<file path="config.mk">
export PLATFORM = sky130hd
export DESIGN_NAME = radix64_armor_crc24_encoder
export DESIGN_NICKNAME = d
export VERILOG_FILES = /design/src/r64a_pkg.sv /design/src/r64a_front.sv /design/src/r64a_jobq.sv /design/src/r64a_back.sv /design/src/radix64_armor_crc24_encoder.sv
export VERILOG_INCLUDE_DIRS = /design/src /design/src/src
export SDC_FILE = /design/constraint.sdc
export NUM_CORES = 1
export LEC_CHECK = 0
export BUFFER_PORTS_ARGS = -buffer_cell sky130_fd_sc_hd__clkbuf_2
export CAP_MARGIN = 20
export CORE_UTILIZATION = 45
export CTS_CLUSTER_SIZE = 28
export DETAILED_ROUTE_END_ITERATION = 10
export GPL_TIMING_DRIVEN = 0
export RECOVER_POWER = 25
export SYNTH_ARGS = -nofsm -noshare
export SYNTH_HDL_FRONTEND = slang
export SYNTH_SLANG_ARGS = --single-unit
</file>
<file path="constraint.sdc">
create_clock -name clk -period 5.3 [get_ports clk]
set_input_delay 0.795 -clock clk [delete_from_list [all_inputs] [get_ports clk]]
set_output_delay 0.795 -clock clk [all_outputs]
set_load 0.03 [all_outputs]
</file>
<file path="src/radix64_armor_crc24_encoder_defines.svh">
// Assertion macros used by the encoder back end.
`ifndef RADIX64_ARMOR_CRC24_ENCODER_DEFINES_SVH
`define RADIX64_ARMOR_CRC24_ENCODER_DEFINES_SVH

// Same-cycle implication, sampled on clk, off during reset.
`define R64A_ASSERT_IMP(name, ante, cons) \
    name: assert property (@(posedge clk) disable iff (!rst_n) (ante) |-> (cons)) \
        else $error("r64a check failed");

// Next-cycle implication, sampled on clk, off during reset.
`define R64A_ASSERT_NXT(name, ante, cons) \
    name: assert property (@(posedge clk) disable iff (!rst_n) (ante) |=> (cons)) \
        else $error("r64a check failed");

`endif

</file>
<file path="src/r64a_pkg.sv">
// Shared types, constants and functions of the radix-64 armor encoder.
package r64a_pkg;

    localparam int LINE_CHARS_DEF = 64;
    localparam int JOBQ_DEPTH_DEF = 4;

    localparam logic [23:0] CRC_INIT = 24'hB704CE;
    localparam logic [23:0] CRC_POLY = 24'h864CFB;   // 0x1864CFB without the x^24 term

    localparam logic [7:0] CHAR_PAD = 8'h3D;
    localparam logic [7:0] CHAR_CR  = 8'h0D;
    localparam logic [7:0] CHAR_LF  = 8'h0A;

    // Back-end step numbers
    localparam logic [2:0] STEP_GRP_LAST = 3'd3;   // last symbol of a group
    localparam logic [2:0] STEP_GRP_LF   = 3'd5;   // LF after a group
    localparam logic [2:0] STEP_CRC_LF   = 3'd6;   // LF ending the checksum line
    localparam logic [2:0] STEP_CR_GRP   = 3'd4;
    localparam logic [2:0] STEP_CR_CRC   = 3'd5;

    typedef enum logic {
        JOB_GROUP,
        JOB_CRC
    } job_kind_t;

    typedef struct packed {
        job_kind_t   kind;
        logic [23:0] value;
        logic [2:0]  nsym;    // symbols before '=' padding (2..4)
        logic        crlf;    // group closes its line
    } job_t;

    function automatic logic [23:0] crc_byte(input logic [23:0] crc, input logic [7:0] b);
        logic [23:0] c;
        c = crc ^ {b, 16'h0000};
        for (int k = 0; k < 8; k++)
        begin
            if (c[23])
                c = {c[22:0], 1'b0} ^ CRC_POLY;
            else
                c = {c[22:0], 1'b0};
        end
        return c;
    endfunction

    function automatic logic [7:0] b64_char(input logic [5:0] s);
        logic [7:0] c;
        case (s) inside
            [6'd0:6'd25]:  c = 8'd65 + {2'b00, s};
            [6'd26:6'd51]: c = 8'd71 + {2'b00, s};        // 'a' - 26
            [6'd52:6'd61]: c = {2'b00, s} - 8'd4;         // '0' - 52
            6'd62:         c = 8'h2B;
            default:       c = 8'h2F;
        endcase
        return c;
    endfunction

endpackage

</file>
<file path="src/r64a_front.sv">
// Front end: takes message bytes, runs CRC-24, groups bytes into output jobs.
module r64a_front #(
    parameter int LINE_CHARS = r64a_pkg::LINE_CHARS_DEF
) (
    input  logic             clk,
    input  logic             rst_n,
    input  logic             push,
    output logic             full,
    input  logic [7:0]       data_byte,
    input  logic             last_byte,
    output logic             jq_push,
    output r64a_pkg::job_t   jq_job,
    input  logic             jq_full
);

    localparam int GROUPS = LINE_CHARS / 4;
    localparam int GW     = $clog2(GROUPS + 1);

    logic [23:0]   crc_reg, crc_next;
    logic [15:0]   held_reg, held_next;
    logic [1:0]    hcnt_reg, hcnt_next;
    logic [GW-1:0] grp_reg, grp_next;
    logic          pend_reg, pend_next;
    logic [23:0]   pcrc_reg, pcrc_next;

    logic          accept;
    logic [23:0]   crc_new;
    logic [GW-1:0] grp_inc;
    logic          job_vld;
    r64a_pkg::job_t grp_job;

    assign full    = jq_full || pend_reg;
    assign accept  = push && !full;
    assign crc_new = r64a_pkg::crc_byte(crc_reg, data_byte);
    assign grp_inc = grp_reg + GW'(1);

    always_comb
    begin
        crc_next      = crc_reg;
        held_next     = held_reg;
        hcnt_next     = hcnt_reg;
        grp_next      = grp_reg;
        pend_next     = pend_reg;
        pcrc_next     = pcrc_reg;
        job_vld       = 1'b0;
        grp_job.kind  = r64a_pkg::JOB_GROUP;
        grp_job.value = {held_reg, data_byte};
        grp_job.nsym  = 3'd4;
        grp_job.crlf  = 1'b0;

        if (pend_reg && !jq_full)
            pend_next = 1'b0;

        if (accept)
        begin
            crc_next = crc_new;
            if (hcnt_reg == 2'd2)
            begin
                job_vld      = 1'b1;
                hcnt_next    = 2'd0;
                held_next    = 16'h0000;
                grp_job.crlf = last_byte || (32'(grp_inc) >= GROUPS);
                grp_next     = (32'(grp_inc) >= GROUPS) ? '0 : grp_inc;
            end
            else if (last_byte)
            begin
                // partial group, padded
                job_vld      = 1'b1;
                grp_job.crlf = 1'b1;
                if (hcnt_reg == 2'd0)
                begin
                    grp_job.value = {data_byte, 16'h0000};
                    grp_job.nsym  = 3'd2;
                end
                else
                begin
                    grp_job.value = {held_reg[7:0], data_byte, 8'h00};
                    grp_job.nsym  = 3'd3;
                end
            end
            else
            begin
                held_next = {held_reg[7:0], data_byte};
                hcnt_next = hcnt_reg + 2'd1;
            end

            if (last_byte)
            begin
                crc_next  = r64a_pkg::CRC_INIT;
                held_next = 16'h0000;
                hcnt_next = 2'd0;
                grp_next  = '0;
                pend_next = 1'b1;
                pcrc_next = crc_new;
            end
        end
    end

    always_comb
    begin
        if (pend_reg)
        begin
            jq_push      = !jq_full;
            jq_job.kind  = r64a_pkg::JOB_CRC;
            jq_job.value = pcrc_reg;
            jq_job.nsym  = 3'd4;
            jq_job.crlf  = 1'b1;
        end
        else
        begin
            jq_push = job_vld;
            jq_job  = grp_job;
        end
    end

    always_ff @(posedge clk or negedge rst_n)
    begin
        if (!rst_n)
        begin
            crc_reg  <= r64a_pkg::CRC_INIT;
            held_reg <= 16'h0000;
            hcnt_reg <= 2'd0;
            grp_reg  <= '0;
            pend_reg <= 1'b0;
        end
        else
        begin
            crc_reg  <= crc_next;
            held_reg <= held_next;
            hcnt_reg <= hcnt_next;
            grp_reg  <= grp_next;
            pend_reg <= pend_next;
        end
    end

    always_ff @(posedge clk)
    begin
        pcrc_reg <= pcrc_next;
    end

endmodule

</file>
<file path="src/r64a_jobq.sv">
// Short job queue between front end and back end.
module r64a_jobq #(
    parameter int DEPTH = r64a_pkg::JOBQ_DEPTH_DEF
) (
    input  logic             clk,
    input  logic             rst_n,
    input  logic             wr_en,
    input  r64a_pkg::job_t   wr_job,
    output logic             q_full,
    input  logic             rd_en,
    output r64a_pkg::job_t   rd_job,
    output logic             q_empty
);

    localparam int AW = (DEPTH > 1) ? $clog2(DEPTH) : 1;
    localparam int CW = $clog2(DEPTH + 1);

    r64a_pkg::job_t entry_reg [DEPTH];
    logic [AW-1:0]  wp_reg, wp_next;
    logic [AW-1:0]  rp_reg, rp_next;
    logic [CW-1:0]  cnt_reg, cnt_next;
    logic           do_wr, do_rd;

    assign q_full  = (cnt_reg == CW'(DEPTH));
    assign q_empty = (cnt_reg == '0);
    assign do_wr   = wr_en && !q_full;
    assign do_rd   = rd_en && !q_empty;
    assign rd_job  = entry_reg[rp_reg];

    always_comb
    begin
        wp_next  = wp_reg;
        rp_next  = rp_reg;
        cnt_next = cnt_reg;
        if (do_wr)
            wp_next = (wp_reg == AW'(DEPTH - 1)) ? '0 : wp_reg + AW'(1);
        if (do_rd)
            rp_next = (rp_reg == AW'(DEPTH - 1)) ? '0 : rp_reg + AW'(1);
        if (do_wr && !do_rd)
            cnt_next = cnt_reg + CW'(1);
        else if (do_rd && !do_wr)
            cnt_next = cnt_reg - CW'(1);
    end

    always_ff @(posedge clk or negedge rst_n)
    begin
        if (!rst_n)
        begin
            wp_reg  <= '0;
            rp_reg  <= '0;
            cnt_reg <= '0;
        end
        else
        begin
            wp_reg  <= wp_next;
            rp_reg  <= rp_next;
            cnt_reg <= cnt_next;
        end
    end

    always_ff @(posedge clk)
    begin
        if (do_wr)
            entry_reg[wp_reg] <= wr_job;
    end

endmodule

</file>
<file path="src/r64a_back.sv">
// Back end: walks each job one character per cycle, room permitting, into a two-entry output queue.
`include "radix64_armor_crc24_encoder_defines.svh"

module r64a_back (
    input  logic             clk,
    input  logic             rst_n,
    input  r64a_pkg::job_t   job,
    input  logic             jq_empty,
    output logic             jq_pop,
    output logic             empty,
    input  logic             pop,
    output logic [7:0]       out_char,
    output logic             last_char
);

    logic [2:0] step_reg, step_next;
    logic [7:0] ob_char_reg [2];
    logic       ob_last_reg [2];
    logic       ob_wp_reg, ob_wp_next;
    logic       ob_rp_reg, ob_rp_next;
    logic [1:0] ob_cnt_reg, ob_cnt_next;

    logic       out_pop;
    logic       emit;
    logic [2:0] last_step;
    logic [1:0] sidx;
    logic [5:0] sext;
    logic [7:0] ch;
    logic       fin;

    assign empty     = (ob_cnt_reg == 2'd0);
    assign out_pop   = pop && !empty;
    assign out_char  = ob_char_reg[ob_rp_reg];
    assign last_char = ob_last_reg[ob_rp_reg];

    assign emit      = !jq_empty && ((ob_cnt_reg != 2'd2) || out_pop);
    assign last_step = (job.kind == r64a_pkg::JOB_CRC) ? r64a_pkg::STEP_CRC_LF :
                       (job.crlf ? r64a_pkg::STEP_GRP_LF : r64a_pkg::STEP_GRP_LAST);
    assign jq_pop    = emit && (step_reg == last_step);

    // symbol index within the 24-bit value
    assign sidx = (job.kind == r64a_pkg::JOB_CRC) ? 2'(step_reg - 3'd1) : step_reg[1:0];

    always_comb
    begin
        case (sidx)
            2'd0:    sext = job.value[23:18];
            2'd1:    sext = job.value[17:12];
            2'd2:    sext = job.value[11:6];
            default: sext = job.value[5:0];
        endcase
    end

    always_comb
    begin
        fin = 1'b0;
        if (job.kind == r64a_pkg::JOB_CRC)
        begin
            if (step_reg == 3'd0)
                ch = r64a_pkg::CHAR_PAD;
            else if (step_reg == r64a_pkg::STEP_CR_CRC)
                ch = r64a_pkg::CHAR_CR;
            else if (step_reg == r64a_pkg::STEP_CRC_LF)
            begin
                ch  = r64a_pkg::CHAR_LF;
                fin = 1'b1;
            end
            else
                ch = r64a_pkg::b64_char(sext);
        end
        else
        begin
            if (step_reg == r64a_pkg::STEP_CR_GRP)
                ch = r64a_pkg::CHAR_CR;
            else if (step_reg == r64a_pkg::STEP_GRP_LF)
                ch = r64a_pkg::CHAR_LF;
            else if (step_reg < job.nsym)
                ch = r64a_pkg::b64_char(sext);
            else
                ch = r64a_pkg::CHAR_PAD;
        end
    end

    always_comb
    begin
        step_next   = step_reg;
        ob_wp_next  = ob_wp_reg;
        ob_rp_next  = ob_rp_reg;
        ob_cnt_next = ob_cnt_reg;
        if (emit)
        begin
            step_next  = jq_pop ? 3'd0 : step_reg + 3'd1;
            ob_wp_next = !ob_wp_reg;
        end
        if (out_pop)
            ob_rp_next = !ob_rp_reg;
        if (emit && !out_pop)
            ob_cnt_next = ob_cnt_reg + 2'd1;
        else if (out_pop && !emit)
            ob_cnt_next = ob_cnt_reg - 2'd1;
    end

    always_ff @(posedge clk or negedge rst_n)
    begin
        if (!rst_n)
        begin
            step_reg   <= 3'd0;
            ob_wp_reg  <= 1'b0;
            ob_rp_reg  <= 1'b0;
            ob_cnt_reg <= 2'd0;
        end
        else
        begin
            step_reg   <= step_next;
            ob_wp_reg  <= ob_wp_next;
            ob_rp_reg  <= ob_rp_next;
            ob_cnt_reg <= ob_cnt_next;
        end
    end

    always_ff @(posedge clk)
    begin
        if (emit)
        begin
            ob_char_reg[ob_wp_reg] <= ch;
            ob_last_reg[ob_wp_reg] <= fin;
        end
    end

    // the final mark only ever rides on an LF
    `R64A_ASSERT_IMP(a_fin_is_lf, emit && fin, ch == r64a_pkg::CHAR_LF)
    // a group job never runs past its LF
    `R64A_ASSERT_IMP(a_grp_step, !jq_empty && job.kind == r64a_pkg::JOB_GROUP,
                     step_reg <= r64a_pkg::STEP_GRP_LF)
    // the step counter restarts after a job leaves the queue
    `R64A_ASSERT_NXT(a_step_restart, jq_pop, step_reg == 3'd0)
    // output queue never overflows
    `R64A_ASSERT_IMP(a_ob_room, emit, ob_cnt_reg != 2'd2 || out_pop)

endmodule

</file>
<file path="src/radix64_armor_crc24_encoder.sv">
// Top level of the radix-64 armor body encoder with CRC-24 checksum line.
// Streams message bytes in and ASCII armor characters out. Each byte request is
// taken by the front end when full is low; it runs the CRC-24 (init 0xB704CE,
// poly 0x1864CFB, MSB first) and packs every completed 3-byte group into a job
// for a small queue; the last byte also queues the final group, padded if
// partial, and a checksum job. The back end turns jobs into characters at one
// per cycle while the output queue has room: four base64 symbols per group,
// CR LF after each LINE_CHARS/4 groups and after the last partial line, then
// '=', four CRC symbols and CR LF, with last_char high on that final LF. Output
// throughput is therefore one character per cycle when unstalled, set by the
// back end; after a last byte, full stays high until its checksum job is queued.
// With both queues idle, a byte's job enters the job queue as the byte is
// accepted, then its first character enters the output queue, whose head drives
// the result ports. full rises when the job queue is full or a checksum job
// waits; the two-entry output queue lets the back end keep running while results
// wait. After the last byte the front end's CRC and grouping state is reset.
module radix64_armor_crc24_encoder #(
    parameter int LINE_CHARS = r64a_pkg::LINE_CHARS_DEF,
    parameter int JOBQ_DEPTH = r64a_pkg::JOBQ_DEPTH_DEF
) (
    input  logic       clk,
    input  logic       rst_n,
    input  logic       push,
    output logic       full,
    input  logic [7:0] data_byte,
    input  logic       last_byte,
    output logic       empty,
    input  logic       pop,
    output logic [7:0] out_char,
    output logic       last_char
);

    // front end to job queue
    logic           jq_push;
    r64a_pkg::job_t jq_wjob;
    logic           jq_full;

    // job queue to back end
    r64a_pkg::job_t jq_rjob;
    logic           jq_empty;
    logic           jq_pop;

    r64a_front #(
        .LINE_CHARS (LINE_CHARS)
    ) u_front (
        .clk       (clk),
        .rst_n     (rst_n),
        .push      (push),
        .full      (full),
        .data_byte (data_byte),
        .last_byte (last_byte),
        .jq_push   (jq_push),
        .jq_job    (jq_wjob),
        .jq_full   (jq_full)
    );

    r64a_jobq #(
        .DEPTH (JOBQ_DEPTH)
    ) u_jobq (
        .clk     (clk),
        .rst_n   (rst_n),
        .wr_en   (jq_push),
        .wr_job  (jq_wjob),
        .q_full  (jq_full),
        .rd_en   (jq_pop),
        .rd_job  (jq_rjob),
        .q_empty (jq_empty)
    );

    r64a_back u_back (
        .clk       (clk),
        .rst_n     (rst_n),
        .job       (jq_rjob),
        .jq_empty  (jq_empty),
        .jq_pop    (jq_pop),
        .empty     (empty),
        .pop       (pop),
        .out_char  (out_char),
        .last_char (last_char)
    );

endmodule

</file>
After elaboration in Yosys (flattened, before gate mapping)
Memories as Yosys holds them, arrays and structs flattened.
Index checks and enable logic that the tools add are counted.
{"block": "totals", "regBits": 86, "ram_bits": 134, "in_bits": 13, "out_inout_bits": 11, "elab_cells": 154, "mem_count": 3}
{"name": "u_jobq.entry_reg", "words": 4, "word_bits": 29, "rd": 1, "rd_ports_with_merged_regs": 0, "write_ports": 1, "line_no": "r64a_jobq.sv:18", "text": "r64a_pkg::job_t entry_reg [DEPTH];"}
{"name": "u_back.ob_char_reg", "words": 2, "word_bits": 8, "rd": 1, "rd_ports_with_merged_regs": 0, "write_ports": 1, "line_no": "r64a_back.sv:17", "text": "logic [7:0] ob_char_reg [2];"}
{"name": "u_back.ob_last_reg", "words": 2, "word_bits": 1, "rd": 1, "rd_ports_with_merged_regs": 0, "write_ports": 1, "line_no": "r64a_back.sv:18", "text": "logic ob_last_reg [2];"}
{"block": "classes", "addsub": 13, "n_lt_le_gt_ge": 8, "eq_ne": 12, "mux": 59, "bitwise_logic": 9, "reduce_logical": 37}
{"op": "two-way mux 24 bit", "n": 9}
{"op": "NOT 13 bit", "n": 8}
{"op": "two-way mux 8 bit", "n": 10}
{"op": "two-way mux 28 bit", "n": 2}
{"op": "two-way mux 27 bit", "n": 2}
{"op": "two-way mux 16 bit", "n": 2}
{"op": "two-way mux 29 bit", "n": 1}
{"op": "XOR 24 bit", "n": 1}
{"op": "two-way mux 3 bit", "n": 6}
{"op": "one-hot mux 6 bit (3 select lines)", "n": 1}
{"op": "adder 7 x 6 -> 8 bit, first input constant", "n": 2}
{"op": "two-way mux 1 bit", "n": 16}
{"op": "two-way mux 5 bit", "n": 3}
{"op": "logical AND 1 bit", "n": 14}
{"op": "two-way mux 2 bit", "n": 7}
{"op": "equality test 3 bit, second input constant", "n": 4}
{"op": "<= comparator 6 bit, second input constant", "n": 2}
{"op": "zero test 1 bit", "n": 10}
{"op": "adder 2 x 1 -> 2 bit, second input constant", "n": 4}
{"op": "equality test 2 bit, second input constant", "n": 4}
{"op": "subtractor 6 x 3 -> 7 bit, second input constant", "n": 1}
{"op": "adder 3 x 1 -> 3 bit, second input constant", "n": 2}
{"op": "equality test 6 bit, second input constant", "n": 1}
{"op": "greater-or-equal comparator 6 x 1 -> 1 bit, second input constant", "n": 1}
{"op": "other kinds (16)", "n": 25}

Longest topological paths before layout
Gate-level depths: netlist of run 1.
{"block": "depth", "depth_word": 18, "mapped_depth": 17}

By module
Synthesis of run 1 repeated with hierarchy kept, for this count alone.
{"block": "unflattened", "hier_cells": 747, "area_unflattened_um2": 10505.1}
{"module": "r64a_jobq", "instances": 1, "cells_each": 188, "area_per_inst_um2": 4628.2, "seq_area_each_um2": 3658.5}
{"module": "r64a_front", "instances": 1, "cells_each": 329, "area_per_inst_um2": 3641.0, "seq_area_each_um2": 1936.9}
{"module": "r64a_back", "instances": 1, "cells_each": 230, "area_per_inst_um2": 2235.9, "seq_area_each_um2": 715.7}

Worst setup path before layout of run 1
Ideal clock, no wire load.
{"block": "synth_timing", "path_type": "reg-to-reg", "start": "register u_back.step_reg[0]", "end": "memory u_back.ob_char_reg[0][3], data pin", "setup_time_ps": 275, "arrival_time_ps": 3751, "required_ps": 5025, "slack_ps": 1274, "path_stages_with_launch": 17, "period_less_slack_ps": 4026, "path_cell_list": "dfrtp_1 -> clkbuf_1 -> inv_1 -> ha_1 -> clkbuf_1 -> mux2i_4 -> buf_6 -> mux2i_1 -> mux2i_2 -> inv_1 -> ha_1 -> nor2b_1 -> a221oi_2 -> o31ai_4 -> nor2_1 -> a211oi_1 -> o221ai_2"}
{"block": "synth_via", "elab_chain_len": 13}
{"item": "start, declared", "line_no": "r64a_back.sv:16", "text": "logic [2:0] step_reg, step_next;"}
{"item": "start signal, assigned", "line_no": "r64a_back.sv:114", "text": "step_reg <= step_next;"}
{"item": "subtractor 2 x 1 -> 2 bit", "line_no": "r64a_back.sv:42", "text": "assign sidx = (job.kind == r64a_pkg::JOB_CRC) ? 2'(step_reg - 3'd1) : step_reg[1:0];"}
{"item": "two-way mux 2 bit", "line_no": "r64a_back.sv:42"}
{"item": "equality test 2 bit (tied with other cells)", "line_no": "r64a_back.sv:46", "text": "case (sidx)"}
{"item": "one-hot mux 6 bit (3 select lines)", "line_no": "r64a_back.sv:46"}
{"item": "greater-or-equal comparator 6 bit (not written as such) / <= comparator 6 bit (equally long branches)", "line_no": "r64a_back.sv:69, r64a_back.sv:78"}
{"item": "logical AND 1 bit (not written as such)", "line_no": "r64a_back.sv:69, r64a_back.sv:78"}
{"item": "two-way mux 8 bit (3 in series)", "line_no": "r64a_pkg.sv:48", "text": "case (s) inside"}
{"item": "two-way mux 8 bit, on equally long branches", "line_no": "r64a_back.sv:77, r64a_back.sv:63"}
{"item": "two-way mux 8 bit, on equally long branches", "line_no": "r64a_back.sv:75, r64a_back.sv:61"}
{"item": "two-way mux 8 bit, on equally long branches", "line_no": "r64a_back.sv:73, r64a_back.sv:59"}
{"item": "two-way mux 8 bit *", "line_no": "r64a_back.sv:57", "text": "if (job.kind == r64a_pkg::JOB_CRC)"}
{"item": "net u_back.ch[3]", "line_no": "r64a_back.sv:28", "text": "logic [7:0] ch;"}
{"item": "end, declared", "line_no": "r64a_back.sv:17"}
The timed path passes the listed nets; every way through them passes the cells marked *.

Worst setup path after layout of run 1
{"block": "layout_timing", "start": "register u_back.step_reg[0]", "end": "memory u_back.ob_char_reg[1][3], data pin"}
Same word-level chain as after synthesis.

==> results of run 1 <==
## routing by layer
layer | vias up | routed length, um | GRT usage
met3 | 41 | 943 | 0.0237
met5 | - | 0 | 0
met4 | 0 | 764 | 0.0784
li1 | 3085 | - | -
met1 | 3296 | 10200 | 0.263
met2 | 158 | 11800 | 0.349
## worst max-delay path, cell delays in order, from the launching register on
cell and delay (ns):
dfrtp_1 0.56, clkbuf_1 0.36, inv_1 0.20, ha_1 0.31, clkbuf_1 0.35, mux2i_4 0.19
buf_6 0.20, mux2i_1 0.15, mux2i_2 0.54, inv_1 0.14, ha_1 0.29, nor2b_1 0.16
a221oi_2 0.15, o31ai_4 0.48, nor2_1 0.10, a211oi_1 0.27, o221ai_2 0.16
## worst paths after layout
check                                   start                  endpoint  slack (ns)
max                        u_back.step_reg[0]  u_back.ob_char_reg[1][3]        0.40
min                        u_front.crc_reg[3]        u_front.crc_reg[3]        0.47
max reg2reg                u_back.step_reg[0]  u_back.ob_char_reg[1][3]        0.40
min reg2reg                u_front.crc_reg[3]        u_front.crc_reg[3]        0.47
max in group asynchronous               rst_n        u_back.step_reg[2]        1.91
min in group asynchronous               rst_n        u_front.grp_reg[0]        1.44
## synth_stat cells (18+ instances only)
cell type,count
edfxtp_1,158
nand2_1,108
o21ai_0,55
dfrtp_1,50
xnor2_1,44
nor2_1,30
clkbuf_1,28
mux4_2,28
nand3_1,28
a21oi_1,21
ha_1,20
inv_1,18
## layout by cell type (no fill, tap or decap), types with 7 or more instances in the layout
master     instances
mux2i_1           16
nor3b_1            7
dfrtp_1           50
clkbuf_1          39
mux2_2            17
ha_1              20
clkbuf_16         25
clkinv_2           8
nor2b_1            8
nand2_1          108
dfstp_2           12
and2_1             8
a21oi_1           21
o22a_1             9
o21ai_0           55
mux4_2            28
nand2b_1          14
nand3_1           28
a22o_1            11
nor2_1            30
a22oi_1            8
edfxtp_1         158
inv_1             18
clkbuf_2          16
xnor2_1           46
xor2_1            17
## kinds of logic after synthesis
| logic type | count (synthesis) | synth area share |
|---|---|---|
| buffers and inverters | 59 | 0.0255 |
| adder cells (fa/ha/maj) | 21 | 0.0255 |
| multiplexers | 65 | 0.0993 |
| AND/OR/NAND/NOR | 223 | 0.0970 |
| flip-flops | 220 | 0.595 |
| XOR/XNOR | 66 | 0.0591 |
| AO/OA/AOI/OAI | 152 | 0.0982 |
## stage by stage
stage                     hold WS (ns)  std cells
after floorplan                  0.439        806
after global placement           0.450       1142
after detailed placement         0.458       1143
after CTS                        0.444       1187
after global routing             0.477       1187
final                            0.465       1187
## layout make-up
class / instances / area [um^2]
sequential: 220 / 6310
clock buffer: 26 / 629
inverter: 19 / 71.3
tap: 313 / 392
clock inverter: 18 / 220
fill: 1954 / 10900
timing repair buffer: 24 / 121
multi-input combinational: 527 / 4010
buffer: 40 / 190
==> impl_results.md, run 1 <==
* Status: finished, violations left
* Failing checks: capacitance limit, slew limit
* Critical Path Start Type: flip-flop
* Width of the die at 155 um
* Vias at 6580
* Rows at 55
* Initial antenna violation count at 0
* Nets at 890
* Post-CTS sizing at 0
* Worst hold path class: flip-flop to flip-flop
* Post-CTS Setup Bufs at 0
* Hold path depth at 2
* Post-route cell area at 11900 um^2
* CTS clk-pin slew, worst paths at 0.06 ns
* Worst-case clock buffer depth at 3
* Initial core utilization at 0.464
* Critical Path AT at 5.12 ns
* Largest register FFs at 116
* Total congestion overflow at 0
* Clk_skew at 0.0104 ns
* WL/cell at 20.0 um
* Core ar. at 22800 um^2
* Buffers on Ports at 23
* Die Y at 155 um
* Die Area at 24200 um^2
* Synth cell types at 65
* Crit share post-route at 0.924
* Avg Synthesized Cell Area at 13.2 um^2
* Max-cap viol count at 1
* Skew-Pair Late Insertion Delay at 0.52 ns
* Synth Flop Type: edfxtp_1
* Iteration count of the initial detailed-routing pass at 5
* Clk sink count at 220
* RSZ-0062 raised after global routing: false
* Largest area contributor in the netlist: edfxtp_1
* Share of layout cells above drive strength 1 at 0.159
* Max-slew violations at 63
* Worst EP required at 5.53 ns
* Sequential element share of the synthesized area at 0.595
* FF-to-FF path depth at 16
* Detailed Route WL at 23700 um
* H-tree lvl count at 1
* Post-place instance area at 11100 um^2
* Post-synthesis register bit count at 220
* Final Critical Period at 4.90 ns
* I/O pin count at 24
* Dpl hpwl at 17000 um
* Area fraction of the dominant cell type after synthesis at 0.448
* Root Driver: clkbuf_16
* Pin count of the biggest net entering global routing at 63
* Post-synth ARST share at 0.282
* Setup violation total in the final timing report at 0
* First-pass GRT wire length at 37300 um
* Syn Nets at 840
* CP endpoint kind: flip-flop
* Avg Vias per Cell at 5.54
* Final WS setup at 0.404 ns
* Drc violations at 0
* Vias in the first global route at 6678
* Initial DRC count at 523
* Worst-path fanout max at 10
* Total CTS buffers at 24
* Final hold violations at 0
* Dpl ws at 0.395 ns
* Worst slew pin tran at 3.45 ns
* Hold buffers post-CTS at 0
* EDFF count, synth at 158
* Max Fclk at 0.204 GHz
* Critical path type: flip-flop to flip-flop
* Max_slew headroom at -1.30
* Setup total negative slack at 0 ns
* Overall Global Routing Usage at 0.203
* Area Overhead vs Synth at 12.7%
* Core Util, Final at 0.523
* Synthesized area at 10600 um^2
* Diodes inserted at 0
* CTS tree: done
* Post-synthesis cell count at 806
* Synth area leaders: edfxtp_1 45%, dfrtp_1 12%, mux4_2 5.9%
* Detail Route Antenna Nets at 0
* Ys Warns at 0
* RD Place Congestion at 0.868
Power of run 1 is left out: the tool's default activity adds up to more than one toggle a clock period on the data nets, which glitch-free logic cannot reach.
==> inputs of run 2 (changes only) <==
--- a/config.mk
+++ b/config.mk
@@ -13,6 +13,8 @@
 export DETAILED_ROUTE_END_ITERATION = 10
 export GPL_TIMING_DRIVEN = 0
 export RECOVER_POWER = 25
+export REMOVE_ABC_BUFFERS = 1
+export SKIP_CTS_REPAIR_TIMING = 1
 export SYNTH_ARGS = -nofsm -noshare
 export SYNTH_HDL_FRONTEND = slang
 export SYNTH_SLANG_ARGS = --single-unit
==> run 2 against run 1 <==
Against the previous run: the run still ends with capacitance limit, slew limit left; wire length down 8.1%; sequential share of layout area up 0.36 points; flip-flop and latch count unchanged; design area down 0.60%; global-route usage down 1.7 points.
==> impl_results.md, run 2 (synthesized netlist as in run 1, its figures left out) <==
* Final hold violations at 0 (unchanged)
* Worst EP required at 5.52 ns (was 5.53 ns)
* Critical Path Start Type: flip-flop (unchanged)
* Vias at 6404 (was 6580)
* Total CTS buffers at 24 (unchanged)
* Nets at 856 (was 890)
* Area Overhead vs Synth at 12.0% (was 12.7%)
* Clk_skew at 0.0236 ns (was 0.0104 ns)
* Die Area at 24200 um^2 (unchanged)
* Setup violation total in the final timing report at 0 (unchanged)
* Initial antenna violation count at 0 (unchanged)
* Largest register FFs at 116 (unchanged)
* Skew-Pair Late Insertion Delay at 0.52 ns (about the same)
* Max Fclk at 0.207 GHz (was 0.204 GHz)
* CP bufs+invs at 1 (was 5)
* Die Y at 155 um (unchanged)
* Width of the die at 155 um (unchanged)
* CP cell instances: mux4_2 -> mux2i_4 -> mux2i_1 -> mux2i_2 -> inv_1 -> ha_1 -> nor2b_1 -> a221oi_2 -> o31ai_4 -> nor2_1 -> a211oi_1 -> o221ai_2 (was clkbuf_1 -> inv_1 -> ha_1 -> clkbuf_1 -> mux2i_4 -> buf_6 -> mux2i_1 -> mux2i_2 -> inv_1 -> ha_1 -> nor2b_1 -> a221oi_2 -> o31ai_4 -> nor2_1 -> a211oi_1 -> o221ai_2)
* Status: finished, violations left (unchanged)
* Final WS setup at 0.472 ns (was 0.404 ns)
* RD Place Congestion at 0.823 (was 0.868)
* Worst hold path class: flip-flop to flip-flop (unchanged)
* H-tree lvl count at 1 (unchanged)
* Detailed Route WL at 21800 um (was 23700 um)
* Initial core utilization at 0.464 (unchanged)
* I/O pin count at 24 (unchanged)
* Final Critical Period at 4.83 ns (was 4.90 ns)
* Root Driver: clkbuf_16 (unchanged)
* Worst-case clock buffer depth at 3 (unchanged)
* Commonest non-fill, non-tap cell in the layout: edfxtp_1 (unchanged)
* Failing checks: capacitance limit, slew limit (unchanged)
* Critical Path AT at 5.05 ns (was 5.12 ns)
* Buffers on Ports at 23 (unchanged)
* Detail Route Antenna Nets at 0 (unchanged)
* Critical path type: flip-flop to flip-flop (unchanged)
* RSZ-0062 raised after global routing: false (unchanged)
* Total congestion overflow at 0 (unchanged)
* Drc violations at 0 (unchanged)
* Pin count of the biggest net entering global routing at 63 (unchanged)
* WL/cell at 18.9 um (was 20.0 um)
* Iteration count of the initial detailed-routing pass at 5 (unchanged)
* Core ar. at 22800 um^2 (unchanged)
* Diodes inserted at 0 (unchanged)
* Most frequent cells in the layout: 158 x edfxtp_1, 108 x nand2_1, 55 x o21ai_0 (unchanged)
* Rows at 55 (unchanged)
* First-pass GRT wire length at 35300 um (was 37300 um)
* Crit share post-route at 0.911 (was 0.924)
* Avg Vias per Cell at 5.55 (was 5.54)
* Share of layout cells above drive strength 1 at 0.163 (was 0.159)
* CTS tree: done (unchanged)
* Max-slew violations at 63 (unchanged)
* Slowest CP cell: dfrtp_4 (was dfrtp_1)
* CP endpoint kind: flip-flop (unchanged)
* Dpl ws at 0.210 ns (was 0.395 ns)
* Worst slew pin tran at 3.64 ns (was 3.45 ns)
* Dpl hpwl at 14800 um (was 17000 um)
* Clk sink count at 220 (unchanged)
* Family with the most delay on the worst path: multiplexers (was buffers and inverters)
* Max-cap viol count at 1 (unchanged)
* Overall Global Routing Usage at 0.186 (was 0.203)
* Vias in the first global route at 6668 (was 6678)
* Initial DRC count at 474 (was 523)
* Biggest cell delay along the critical path at 0.74 ns (was 0.56 ns)
* CTS clk-pin slew, worst paths at 0.06 ns (about the same)
* Max_slew headroom at -1.42 (was -1.30)
* Worst-path fanout max at 34 (was 10)
-- run 2: layer usage --
metal / global-route usage / vias to the layer above / part of all wire
met2: 0.338 / 116 / 0.51
met5: 0 / - / 0
met3: 0.0248 / 35 / 0.028
met4: 0.0528 / 0 / 0.020
li1: - / 3026 / -
met1: 0.231 / 3227 / 0.44
-- run 2: stage by stage --
stage / hold WS (ns) / std cells / area, um^2 / util / setup TNS, ns
6_report: 0.464 / 1153 / 11900 / 0.520 / 0
3_3_place_gp: 0.451 / 1102 / 10900 / 0.477 / -8.37
5_1_grt: 0.482 / 1153 / 11900 / 0.520 / 0
3_5_place_dp: 0.453 / 1108 / 11000 / 0.483 / 0
4_1_cts: 0.462 / 1152 / 11900 / 0.520 / 0
2_1_floorplan: 0.439 / 766 / 10400 / - / 0
-- run 2: cell type report --
class / instances / area [um^2]
repair buffers: 30 / 250
clock inverters: 13 / 180
flip-flops and latches: 220 / 6320
inverters: 19 / 71.3
well taps: 313 / 392
clock buffers: 31 / 647
fillers: 1948 / 11000
multi-input cells: 527 / 4020
-- run 2: worst reg2reg max path, stage by stage (launching register included) --
cell and delay (ns):
dfrtp_4 0.74, mux4_2 0.62, mux2i_4 0.66, mux2i_1 0.22, mux2i_2 0.53, inv_1 0.15
ha_1 0.28, nor2b_1 0.16, a221oi_2 0.15, o31ai_4 0.47, nor2_1 0.10, a211oi_1 0.30
o221ai_2 0.17
-- run 2: path summary, 6_finish.rpt --
kind	from	to	slack [ns]	depth (start not counted)
max reg2reg	u_jobq.rp_reg[1]	u_back.ob_char_reg[0][3]	0.47	12
min in group asynchronous	rst_n	u_front.grp_reg[0]	1.52	1
max in group asynchronous	rst_n	u_jobq.rp_reg[1]	1.23	1
min reg2reg	u_front.crc_reg[3]	u_front.crc_reg[3]	0.46	2
max	u_jobq.rp_reg[1]	u_back.ob_char_reg[0][3]	0.47	12
min	u_front.crc_reg[3]	u_front.crc_reg[3]	0.46	2
Power of run 2 is left out for the same reason.
